## config.mk

```make
export PLATFORM = sky130hd
export DESIGN_NAME = signed_int_to_custom_radix_digits_top
export DESIGN_NICKNAME = d
export VERILOG_FILES = /design/src/rtl/sitcrd_pkg.sv /design/src/rtl/signed_int_to_custom_radix_digits_top.sv /design/src/rtl/sitcrd_ram.sv /design/src/rtl/sitcrd_dp.sv /design/src/rtl/sitcrd_ctrl.sv
export SDC_FILE = /design/constraint.sdc
export NUM_CORES = 2
export LEC_CHECK = 0
export BUFFER_PORTS_ARGS = -buffer_cell sky130_fd_sc_hd__buf_4
export CAP_MARGIN = 40
export CORE_ASPECT_RATIO = 0.5
export CORE_MARGIN = 2
export CORE_UTILIZATION = 60
export DETAILED_ROUTE_END_ITERATION = 16
export GPL_TIMING_DRIVEN = 0
export MAX_ROUTING_LAYER = met4
export PLACE_DENSITY = 0.77
export SLEW_MARGIN = 40
export SYNTH_ARGS = -nofsm -noshare
export SYNTH_HDL_FRONTEND = slang
export SYNTH_SLANG_ARGS = --single-unit
```

## constraint.sdc

```tcl
create_clock -name clk -period 6.7 [get_ports clk]
set_input_delay 1.34 -clock clk [delete_from_list [all_inputs] [get_ports clk]]
set_output_delay 1.34 -clock clk [all_outputs]
set_load 0.01 [all_outputs]
```

## src/rtl/sitcrd_pkg.sv

```systemverilog
// ----------------------------------------------------------------------------
// sitcrd_pkg
// Shared constants and controller/datapath interface types for the
// signed integer to custom radix digit converter.
// ----------------------------------------------------------------------------
package sitcrd_pkg;

  localparam int SYMBOL_SLOTS_DEF = 128;
  localparam int VALUE_BITS_DEF   = 32;

  localparam int RADIX_W       = 8;
  localparam int SLOT_W        = 7;
  localparam int CHAR_W        = 8;
  localparam int DIGIT_W       = 7;
  localparam int IN_FIXED_BITS = SLOT_W + CHAR_W;
  localparam int CNT_W         = 8;
  localparam int SEEN_DEPTH    = 128;
  localparam int SEEN_AW       = 7;
  localparam int MIN_RADIX     = 2;

  localparam logic [RADIX_W-1:0] RADIX_RESET = 8'd10;

  // printable range limits and forbidden symbols
  localparam logic [CHAR_W-1:0] SYM_LOW  = 8'd32;
  localparam logic [CHAR_W-1:0] SYM_HIGH = 8'd127;
  localparam logic [CHAR_W-1:0] CH_MINUS = 8'h2D;
  localparam logic [CHAR_W-1:0] CH_PLUS  = 8'h2B;

  // request kinds on s_tuser
  localparam logic REQ_LOAD    = 1'b0;
  localparam logic REQ_CONVERT = 1'b1;

  typedef struct packed {
    logic load;          // write symbol table from input
    logic capture;       // latch value, reset counters
    logic clr_wr;        // clear one seen entry
    logic seen_mark;     // mark current symbol seen, advance index
    logic tab_rd_digit;  // table read address from digit stack
    logic div_step;      // one restoring division step
    logic push;          // push remainder digit
    logic emit_sign;     // load '-' into output register
    logic emit_digit;    // load digit symbol into output register
  } ctrl_cmd_t;

  typedef struct packed {
    logic len_bad;
    logic sym_bad;
    logic seen_hit;
    logic k_last;
    logic clr_last;
    logic neg;
    logic div_last;
    logic quot_zero;
    logic depth_one;
    logic out_free;
  } dp_stat_t;

endpackage

```

## src/rtl/signed_int_to_custom_radix_digits_top.sv

```systemverilog
// ----------------------------------------------------------------------------
// signed_int_to_custom_radix_digits_top
// Signed integer to text in the radix set over cfg, with digits from a loaded symbol table.
//
//  channel  dir  handshake               payload
//  s        in   s_tvalid / s_tready     s_tuser: req_type; s_tdata: slot, symbol, value
//  m        out  m_tvalid / m_tready     m_tdata: out_char; m_tlast: last
//  cfg      in   cfg_valid / cfg_ready   cfg_data: radix_length
//
// A load writes one slot of the symbol table. A conversion clears the
// SEEN_DEPTH (128) entries of the seen map, checks each symbol of the base,
// runs the restoring divider once per digit and then emits the characters
// most significant first.
// Reset sets radix_length to 10; the symbol table holds nothing until loaded.
// A stalled m channel holds the sequencer at its next character.
// ----------------------------------------------------------------------------
module signed_int_to_custom_radix_digits_top #(
  parameter int SYMBOL_SLOTS = sitcrd_pkg::SYMBOL_SLOTS_DEF,
  parameter int VALUE_BITS   = sitcrd_pkg::VALUE_BITS_DEF,
  localparam int S_DATA_W = ((sitcrd_pkg::IN_FIXED_BITS + VALUE_BITS + 7) / 8) * 8
) (
  input  logic                           clk,
  input  logic                           rst,
  input  logic                           s_tvalid,
  output logic                           s_tready,
  input  logic [S_DATA_W-1:0]            s_tdata,   // slot, symbol, value, zero pad
  input  logic                           s_tuser,   // req_type
  output logic                           m_tvalid,
  input  logic                           m_tready,
  output logic [sitcrd_pkg::CHAR_W-1:0]  m_tdata,   // out_char
  output logic                           m_tlast,
  input  logic                           cfg_valid,
  output logic                           cfg_ready,
  input  logic [sitcrd_pkg::RADIX_W-1:0] cfg_data
);

  sitcrd_pkg::ctrl_cmd_t cmd;
  sitcrd_pkg::dp_stat_t  stat;

  assign cfg_ready = 1'b1;

  sitcrd_ctrl u_ctrl (
    .clk      (clk),
    .rst      (rst),
    .s_tvalid (s_tvalid),
    .s_tuser  (s_tuser),
    .s_tready (s_tready),
    .stat     (stat),
    .cmd      (cmd)
  );

  sitcrd_dp #(
    .SYMBOL_SLOTS (SYMBOL_SLOTS),
    .VALUE_BITS   (VALUE_BITS)
  ) u_dp (
    .clk       (clk),
    .rst       (rst),
    .cmd       (cmd),
    .stat      (stat),
    .s_tdata   (s_tdata),
    .cfg_valid (cfg_valid),
    .cfg_data  (cfg_data),
    .m_tvalid  (m_tvalid),
    .m_tready  (m_tready),
    .m_tdata   (m_tdata),
    .m_tlast   (m_tlast)
  );

endmodule

```

## src/rtl/sitcrd_ram.sv

```systemverilog
// ----------------------------------------------------------------------------
// sitcrd_ram
// Generic single-write, single-read RAM with registered read data.
// ----------------------------------------------------------------------------
module sitcrd_ram #(
  parameter int WIDTH = 8,
  parameter int DEPTH = 128,
  localparam int AW = (DEPTH > 1) ? $clog2(DEPTH) : 1
) (
  input  logic             clk,
  input  logic             we,
  input  logic [AW-1:0]    waddr,
  input  logic [WIDTH-1:0] wdata,
  input  logic [AW-1:0]    raddr,
  output logic [WIDTH-1:0] rdata
);

  logic [WIDTH-1:0] mem [DEPTH];

  always_ff @(posedge clk) begin
    if (we) begin
      mem[waddr] <= wdata;
    end
    rdata <= mem[raddr];
  end

endmodule

```

## src/rtl/sitcrd_dp.sv

```systemverilog
// ----------------------------------------------------------------------------
// sitcrd_dp
// Datapath: radix register, symbol table, seen map, digit stack,
// restoring divider and output register.
// ----------------------------------------------------------------------------
module sitcrd_dp #(
  parameter int SYMBOL_SLOTS = sitcrd_pkg::SYMBOL_SLOTS_DEF,
  parameter int VALUE_BITS   = sitcrd_pkg::VALUE_BITS_DEF,
  localparam int S_DATA_W = ((sitcrd_pkg::IN_FIXED_BITS + VALUE_BITS + 7) / 8) * 8,
  localparam int TAB_AW   = (SYMBOL_SLOTS > 1) ? $clog2(SYMBOL_SLOTS) : 1,
  localparam int STK_AW   = $clog2(VALUE_BITS),
  localparam int DEP_W    = $clog2(VALUE_BITS + 1),
  localparam int BC_W     = $clog2(VALUE_BITS)
) (
  input  logic                                 clk,
  input  logic                                 rst,
  input  sitcrd_pkg::ctrl_cmd_t                cmd,
  output sitcrd_pkg::dp_stat_t                 stat,
  input  logic [S_DATA_W-1:0]                  s_tdata,
  input  logic                                 cfg_valid,
  input  logic [sitcrd_pkg::RADIX_W-1:0]       cfg_data,
  output logic                                 m_tvalid,
  input  logic                                 m_tready,
  output logic [sitcrd_pkg::CHAR_W-1:0]        m_tdata,
  output logic                                 m_tlast
);

  localparam int RW = sitcrd_pkg::RADIX_W;
  localparam int CW = sitcrd_pkg::CNT_W;

  logic [RW-1:0]                     radix;
  logic [CW-1:0]                     cnt;
  logic [VALUE_BITS-1:0]             mag;
  logic                              neg;
  logic [RW-1:0]                     rem;
  logic [RW:0]                       rem_sh;
  logic [RW:0]                       rem_sub;
  logic                              ge;
  logic [BC_W-1:0]                   bitcnt;
  logic [DEP_W-1:0]                  depth;
  logic [DEP_W-1:0]                  dep_m1;

  logic [sitcrd_pkg::SLOT_W-1:0]     slot_in;
  logic [sitcrd_pkg::CHAR_W-1:0]     symbol_in;
  logic [VALUE_BITS-1:0]             value_in;
  logic                              slot_ok;

  logic [TAB_AW-1:0]                 tab_raddr;
  logic [sitcrd_pkg::CHAR_W-1:0]     tab_rdata;
  logic                              seen_we;
  logic [sitcrd_pkg::SEEN_AW-1:0]    seen_waddr;
  logic                              seen_rdata;
  logic [sitcrd_pkg::DIGIT_W-1:0]    stk_rdata;

  assign slot_in   = s_tdata[sitcrd_pkg::SLOT_W-1:0];
  assign symbol_in = s_tdata[sitcrd_pkg::SLOT_W +: sitcrd_pkg::CHAR_W];
  assign value_in  = s_tdata[sitcrd_pkg::IN_FIXED_BITS +: VALUE_BITS];
  assign slot_ok   = int'(slot_in) < SYMBOL_SLOTS;

  assign tab_raddr = cmd.tab_rd_digit ? TAB_AW'(stk_rdata) : TAB_AW'(cnt);

  sitcrd_ram #(.WIDTH(sitcrd_pkg::CHAR_W), .DEPTH(SYMBOL_SLOTS)) u_table (
    .clk   (clk),
    .we    (cmd.load && slot_ok),
    .waddr (TAB_AW'(slot_in)),
    .wdata (symbol_in),
    .raddr (tab_raddr),
    .rdata (tab_rdata)
  );

  // the symbol under test stays on tab_rdata while its seen bit is checked
  assign seen_we    = cmd.clr_wr || cmd.seen_mark;
  assign seen_waddr = cmd.clr_wr ? cnt[sitcrd_pkg::SEEN_AW-1:0]
                                 : tab_rdata[sitcrd_pkg::SEEN_AW-1:0];

  sitcrd_ram #(.WIDTH(1), .DEPTH(sitcrd_pkg::SEEN_DEPTH)) u_seen (
    .clk   (clk),
    .we    (seen_we),
    .waddr (seen_waddr),
    .wdata (cmd.seen_mark),
    .raddr (tab_rdata[sitcrd_pkg::SEEN_AW-1:0]),
    .rdata (seen_rdata)
  );

  assign dep_m1 = depth - 1'b1;

  sitcrd_ram #(.WIDTH(sitcrd_pkg::DIGIT_W), .DEPTH(VALUE_BITS)) u_stack (
    .clk   (clk),
    .we    (cmd.push),
    .waddr (depth[STK_AW-1:0]),
    .wdata (rem[sitcrd_pkg::DIGIT_W-1:0]),
    .raddr (dep_m1[STK_AW-1:0]),
    .rdata (stk_rdata)
  );

  // restoring division, one quotient bit per cycle
  assign rem_sh  = {rem, mag[VALUE_BITS-1]};
  assign ge      = rem_sh >= {1'b0, radix};
  assign rem_sub = rem_sh - {1'b0, radix};

  always_ff @(posedge clk) begin
    if (rst) begin
      radix    <= sitcrd_pkg::RADIX_RESET;
      cnt      <= '0;
      bitcnt   <= '0;
      depth    <= '0;
      m_tvalid <= 1'b0;
    end else begin
      if (cfg_valid) begin
        radix <= cfg_data;
      end

      if (cmd.capture) begin
        cnt <= '0;
      end else if (cmd.clr_wr) begin
        cnt <= stat.clr_last ? '0 : cnt + 1'b1;
      end else if (cmd.seen_mark) begin
        cnt <= cnt + 1'b1;
      end

      if (cmd.capture) begin
        bitcnt <= '0;
        depth  <= '0;
      end else if (cmd.div_step) begin
        bitcnt <= bitcnt + 1'b1;
      end else if (cmd.push) begin
        bitcnt <= '0;
        depth  <= depth + 1'b1;
      end else if (cmd.emit_digit) begin
        depth <= dep_m1;
      end

      if (cmd.emit_sign || cmd.emit_digit) begin
        m_tvalid <= 1'b1;
      end else if (m_tready) begin
        m_tvalid <= 1'b0;
      end
    end
  end

  always_ff @(posedge clk) begin
    if (cmd.capture) begin
      neg <= value_in[VALUE_BITS-1];
      mag <= value_in[VALUE_BITS-1] ? (~value_in + 1'b1) : value_in;
      rem <= '0;
    end else if (cmd.div_step) begin
      rem <= ge ? rem_sub[RW-1:0] : rem_sh[RW-1:0];
      mag <= {mag[VALUE_BITS-2:0], ge};
    end else if (cmd.push) begin
      rem <= '0;
    end

    if (cmd.emit_sign) begin
      m_tdata <= sitcrd_pkg::CH_MINUS;
      m_tlast <= 1'b0;
    end else if (cmd.emit_digit) begin
      m_tdata <= tab_rdata;
      m_tlast <= stat.depth_one;
    end
  end

  always_comb begin
    stat.len_bad   = (radix < RW'(sitcrd_pkg::MIN_RADIX)) || (int'(radix) > SYMBOL_SLOTS);
    stat.sym_bad   = (tab_rdata <= sitcrd_pkg::SYM_LOW) || (tab_rdata >= sitcrd_pkg::SYM_HIGH)
                     || (tab_rdata == sitcrd_pkg::CH_MINUS) || (tab_rdata == sitcrd_pkg::CH_PLUS);
    stat.seen_hit  = seen_rdata;
    stat.k_last    = ((CW+1)'(cnt) + 1'b1) == (CW+1)'(radix);
    stat.clr_last  = cnt == CW'(sitcrd_pkg::SEEN_DEPTH - 1);
    stat.neg       = neg;
    stat.div_last  = bitcnt == BC_W'(VALUE_BITS - 1);
    stat.quot_zero = mag == '0;
    stat.depth_one = depth == DEP_W'(1);
    stat.out_free  = !m_tvalid || m_tready;
  end

  a_push_room: assert property (@(posedge clk) disable iff (rst)
    cmd.push |-> depth < DEP_W'(VALUE_BITS))
    else $error("digit stack overflow");

  a_pop_nonempty: assert property (@(posedge clk) disable iff (rst)
    cmd.emit_digit |-> depth != '0)
    else $error("digit emitted from empty stack");

  a_emit_valid: assert property (@(posedge clk) disable iff (rst)
    (cmd.emit_sign || cmd.emit_digit) |=> m_tvalid)
    else $error("emitted character not presented");

endmodule

```

## src/rtl/sitcrd_ctrl.sv

```systemverilog
// ----------------------------------------------------------------------------
// sitcrd_ctrl
// Sequencer: base validation, digit generation by repeated division,
// and most-significant-first character output.
// ----------------------------------------------------------------------------
module sitcrd_ctrl (
  input  logic                  clk,
  input  logic                  rst,
  input  logic                  s_tvalid,
  input  logic                  s_tuser,
  output logic                  s_tready,
  input  sitcrd_pkg::dp_stat_t  stat,
  output sitcrd_pkg::ctrl_cmd_t cmd
);

  localparam logic [3:0] S_IDLE  = 4'd0;
  localparam logic [3:0] S_CLR   = 4'd1;
  localparam logic [3:0] S_VRD   = 4'd2;
  localparam logic [3:0] S_VSYM  = 4'd3;
  localparam logic [3:0] S_VSEEN = 4'd4;
  localparam logic [3:0] S_SIGN  = 4'd5;
  localparam logic [3:0] S_DIV   = 4'd6;
  localparam logic [3:0] S_PUSH  = 4'd7;
  localparam logic [3:0] S_PRD   = 4'd8;
  localparam logic [3:0] S_PSTK  = 4'd9;
  localparam logic [3:0] S_PTAB  = 4'd10;

  logic [3:0] state;
  logic [3:0] state_next;

  always_ff @(posedge clk) begin
    if (rst) begin
      state <= S_IDLE;
    end else begin
      state <= state_next;
    end
  end

  always_comb begin
    state_next = state;
    cmd        = '0;
    s_tready   = 1'b0;
    case (state)
      S_IDLE: begin
        s_tready = 1'b1;
        if (s_tvalid) begin
          if (s_tuser == sitcrd_pkg::REQ_LOAD) begin
            cmd.load = 1'b1;
          end else if (!stat.len_bad) begin
            cmd.capture = 1'b1;
            state_next  = S_CLR;
          end
        end
      end
      S_CLR: begin
        cmd.clr_wr = 1'b1;
        if (stat.clr_last) begin
          state_next = S_VRD;
        end
      end
      S_VRD: begin
        state_next = S_VSYM;
      end
      S_VSYM: begin
        state_next = stat.sym_bad ? S_IDLE : S_VSEEN;
      end
      S_VSEEN: begin
        if (stat.seen_hit) begin
          state_next = S_IDLE;
        end else begin
          cmd.seen_mark = 1'b1;
          if (!stat.k_last) begin
            state_next = S_VRD;
          end else begin
            state_next = stat.neg ? S_SIGN : S_DIV;
          end
        end
      end
      S_SIGN: begin
        if (stat.out_free) begin
          cmd.emit_sign = 1'b1;
          state_next    = S_DIV;
        end
      end
      S_DIV: begin
        cmd.div_step = 1'b1;
        if (stat.div_last) begin
          state_next = S_PUSH;
        end
      end
      S_PUSH: begin
        cmd.push   = 1'b1;
        state_next = stat.quot_zero ? S_PRD : S_DIV;
      end
      S_PRD: begin
        state_next = S_PSTK;
      end
      S_PSTK: begin
        cmd.tab_rd_digit = 1'b1;
        state_next       = S_PTAB;
      end
      S_PTAB: begin
        cmd.tab_rd_digit = 1'b1;
        if (stat.out_free) begin
          cmd.emit_digit = 1'b1;
          state_next     = stat.depth_one ? S_IDLE : S_PRD;
        end
      end
      default: begin
        state_next = S_IDLE;
      end
    endcase
  end

  a_one_op: assert property (@(posedge clk) disable iff (rst)
    $onehot0({cmd.load, cmd.capture, cmd.clr_wr, cmd.seen_mark, cmd.div_step,
              cmd.push, cmd.emit_sign, cmd.emit_digit}))
    else $error("conflicting datapath commands");

  a_emit_free: assert property (@(posedge clk) disable iff (rst)
    (cmd.emit_sign || cmd.emit_digit) |-> stat.out_free)
    else $error("output register overwritten");

  a_last_done: assert property (@(posedge clk) disable iff (rst)
    (cmd.emit_digit && stat.depth_one) |=> s_tready)
    else $error("not idle after final character");

endmodule
```

==> run_results.csv <==
group,metric,value,unit
status,status,"finished clean",
floorplan,rows,83,
timing,hold_viol_final,0,
timing,period_minus_slack,5530,ps
global_route,grt_antenna_before_repair,9,
floorplan,initial_core_util,60.4,%
setup_path,startpoint_type,"register",
layout,syn_to_final_growth,11.2,%
pwr,power_leakage,22.3,nW
timing,rsz0062_at_grt,"no",
logic_synthesis,synth_commonest_cells,"1,409 x edfxtp_1, 712 x nand2_1, 376 x nor2_1, 266 x nand3_1, 219 x clkbuf_1",
timing,tns,0,ps
timing,relSlewSlack,34.0,%
floorplan,die_area,106000,sq um
clocking,cts_tree,"yes",
floorplan,die_y,231,um
logic_synthesis,synth_async_sr_flop_share,0,%
logic_synthesis,yosysSeqAreaShare,70.5,%
pwr,p_per_area,298,nW/um^2
setup_path,crit_type,"reg -> reg",
clocking,ctsResizeCount,0,
logic_synthesis,yosys_warnings,0,
placement,post_dp_cell_area,64600,sq um
drt,vias,42000,
clocking,cts_inserted_buffers,119,
setup_path,rrSetupSlack,1170,ps
global_route,grt_pass1_wl,262,mm
drt,drc,0,
clocking,clk_latency,760,ps
floorplan,core,102000,sq um
job,max_cap_viol_count,0,
logic_synthesis,yosysTopAreaCell,"edfxtp_1",
pwr,p_total,20.5,mW
logic_synthesis,yosysUniqueCellTypes,78,
drt,ant_nets,0,
placement,dp_hpwl,125,mm
logic_synthesis,synth_seq_cells,1474,
clocking,cts_root_buffer,"clkbuf_16",
drt,post_drt_wl_per_cell,29.6,um
timing,finalSetupViolations,0,
timing,fmax,181,MHz
drt,drt_wl_total,183,mm
layout,final_nets,4807,
logic_synthesis,mappedNetlistArea,61900,sq um
placement,gp_congestion,1.01,
layout,finish.instance_area,68800,sq um
global_route,grt_pass1_vias,39300,
clocking,clk_pin_slew_worst_paths,70,ps
logic_synthesis,synthTopCellsByArea,"edfxtp_1 68%, nand2_1 4.3%, mux4_2 4.1%",
setup_path,cp_data_required_time,7260,ps
drt,drt_pass1_iterations,6,
drt,viasPerCell,6.79,
clocking,postCtsSetupRepairBufs,0,
setup_path,cp_max_fo,10,
timing,whs,459,ps
logic_synthesis,yosys.area.top_type_share,68.4,%
global_route,grt_max_degree,129,
global_route,grt_use_total,35.3,%
logic_synthesis,avgSynthCellArea,13.7,sq um
layout,multi_input_area,17200,sq um
clocking,cts_max_level,3,
timing,period_share,82.6,%
timing,skew,27.5,ps
drt,drt-initial-drc-count,7579,
logic_synthesis,synthCells,4516,
pwr,vdd_drop_max,267,uV
setup_path,endpoint_kind,"register",
min_path,hold_path_class,"reg -> reg",
layout,regArea,43600,sq um
floorplan,ios,74,
logic_synthesis,synth-edff-count,1409,
logic_synthesis,yosysMostFrequentCell,"edfxtp_1",
floorplan,die_width,458,um
global_route,overflow,0,
timing,worst_pin_slew,982,ps
layout,fillers,7105,
setup_path,worstPathArrival,6100,ps
layout,fin_util,67.1,%
layout,drive_above_1_share,12.4,%
placement,numPortBuffers,70,
timing,slew_viol_final,0,
clocking,cts_buffer_depth,3,
clocking,holdBufCountCts,0,
logic_synthesis,synth_nets,4596,
clocking,cts_sinks,1474,
logic_synthesis,synth_ff_type,"edfxtp_1",
critical path: stages, from the launching register on:
cell and delay, ps:
dfxtp_1 340, clkbuf_1 380, clkinv_1 560, a21oi_2 630, nor2_1 290, buf_2 310, clkbuf_1 350, a2111oi_0 550
nor4_1 190, a21oi_1 600, nand4_1 350, or4b_1 760
metrics by stage:
step	instances	setup WS, ps
3_3_place_gp	5946	566
2_1_floorplan	4516	2720
3_5_place_dp	5962	1130
5_1_grt	6193	1350
4_1_cts	6183	1090
6_report	6194	1170
cell families (layout without fill, tap and decap cells):
kind of cell	count (synthesis)	count (layout)	synth area share (%)
other cells	1	8	0.00606
simple gates	1769	1769	13.2
compound gates	687	687	7.74
xor+xnor	59	59	0.878
mux	178	178	5.18
flops	1474	1474	70.5
fa+ha+maj	18	18	0.376
buf+inv	330	641	2.15
path summary, 6_finish.rpt:
path / end / from / cells past startpoint
min reg2reg: u_dp.m_tdata[7] / u_dp.m_tdata[7] / 2
min: u_dp.m_tdata[7] / u_dp.m_tdata[7] / 2
max reg2reg: u_dp.u_table.rdata[3] / u_dp.cnt[0] / 11
max: u_dp.u_table.rdata[3] / u_dp.cnt[0] / 11
layout by cell type (no fill, tap or decap), drive strengths merged, types with 17 or more instances in the layout:
cell type,instances
nor3,19
a22oi,37
nand4,67
nor4,23
o2111ai,26
o21ai,154
mux4,112
nor2,376
a21oi,70
and3,143
a211oi,128
a31oi,70
nand2,713
nand3,269
a311oi,21
clkinv,41
buf,173
nand2b,76
edfxtp,1409
a32oi,73
ha,17
a211o,30
clkbuf,376
xnor2,24
xor2,35
inv,28
mux2i,51
dfxtp,65
registers in the layout, summed over array words and instances (netlist names):
register	count
u_ctrl.state	4
u_dp.bitcnt	5
u_dp.cnt	8
u_dp.depth	6
u_dp.m_tdata	8
u_dp.m_tlast	1
u_dp.m_tvalid	1
u_dp.mag	32
u_dp.neg	1
u_dp.radix	8
u_dp.rem	8
u_dp.u_seen.mem	128
u_dp.u_seen.rdata	1
u_dp.u_stack.mem	224
u_dp.u_stack.rdata	7
u_dp.u_table.mem	1024
u_dp.u_table.rdata	8
final cells by class:
type | instances | share of cell area [%]
clock buffer | 155 | 4.79
antenna | 7 | 0.0255
inverter | 26 | 0.149
timing repair buffer | 90 | 1.31
tap | 1360 | 2.48
buffer | 304 | 1.85
sequential | 1474 | 63.4
multi-input combinational | 2712 | 25.0
clock inverter | 66 | 0.928
metal layers:
layer	part of all wire [%]	track usage, %	vias to the layer above
met5	0	-	-
met4	4.1	12.4	0
met3	14	10.2	483
met2	45	51.9	3123
met1	37	47.6	20700
li1	-	-	17700
where the power goes:
group | total, mW | switching (mW) | internal (mW) | leakage [nW]
clock | 7.24 | 3.35 | 3.89 | 1.90
sequential | 10.2 | 0.0524 | 10.2 | 13.4
combinational | 3.06 | 2.22 | 0.847 | 7.00
Note: power is estimated with default switching activity, not from simulation.
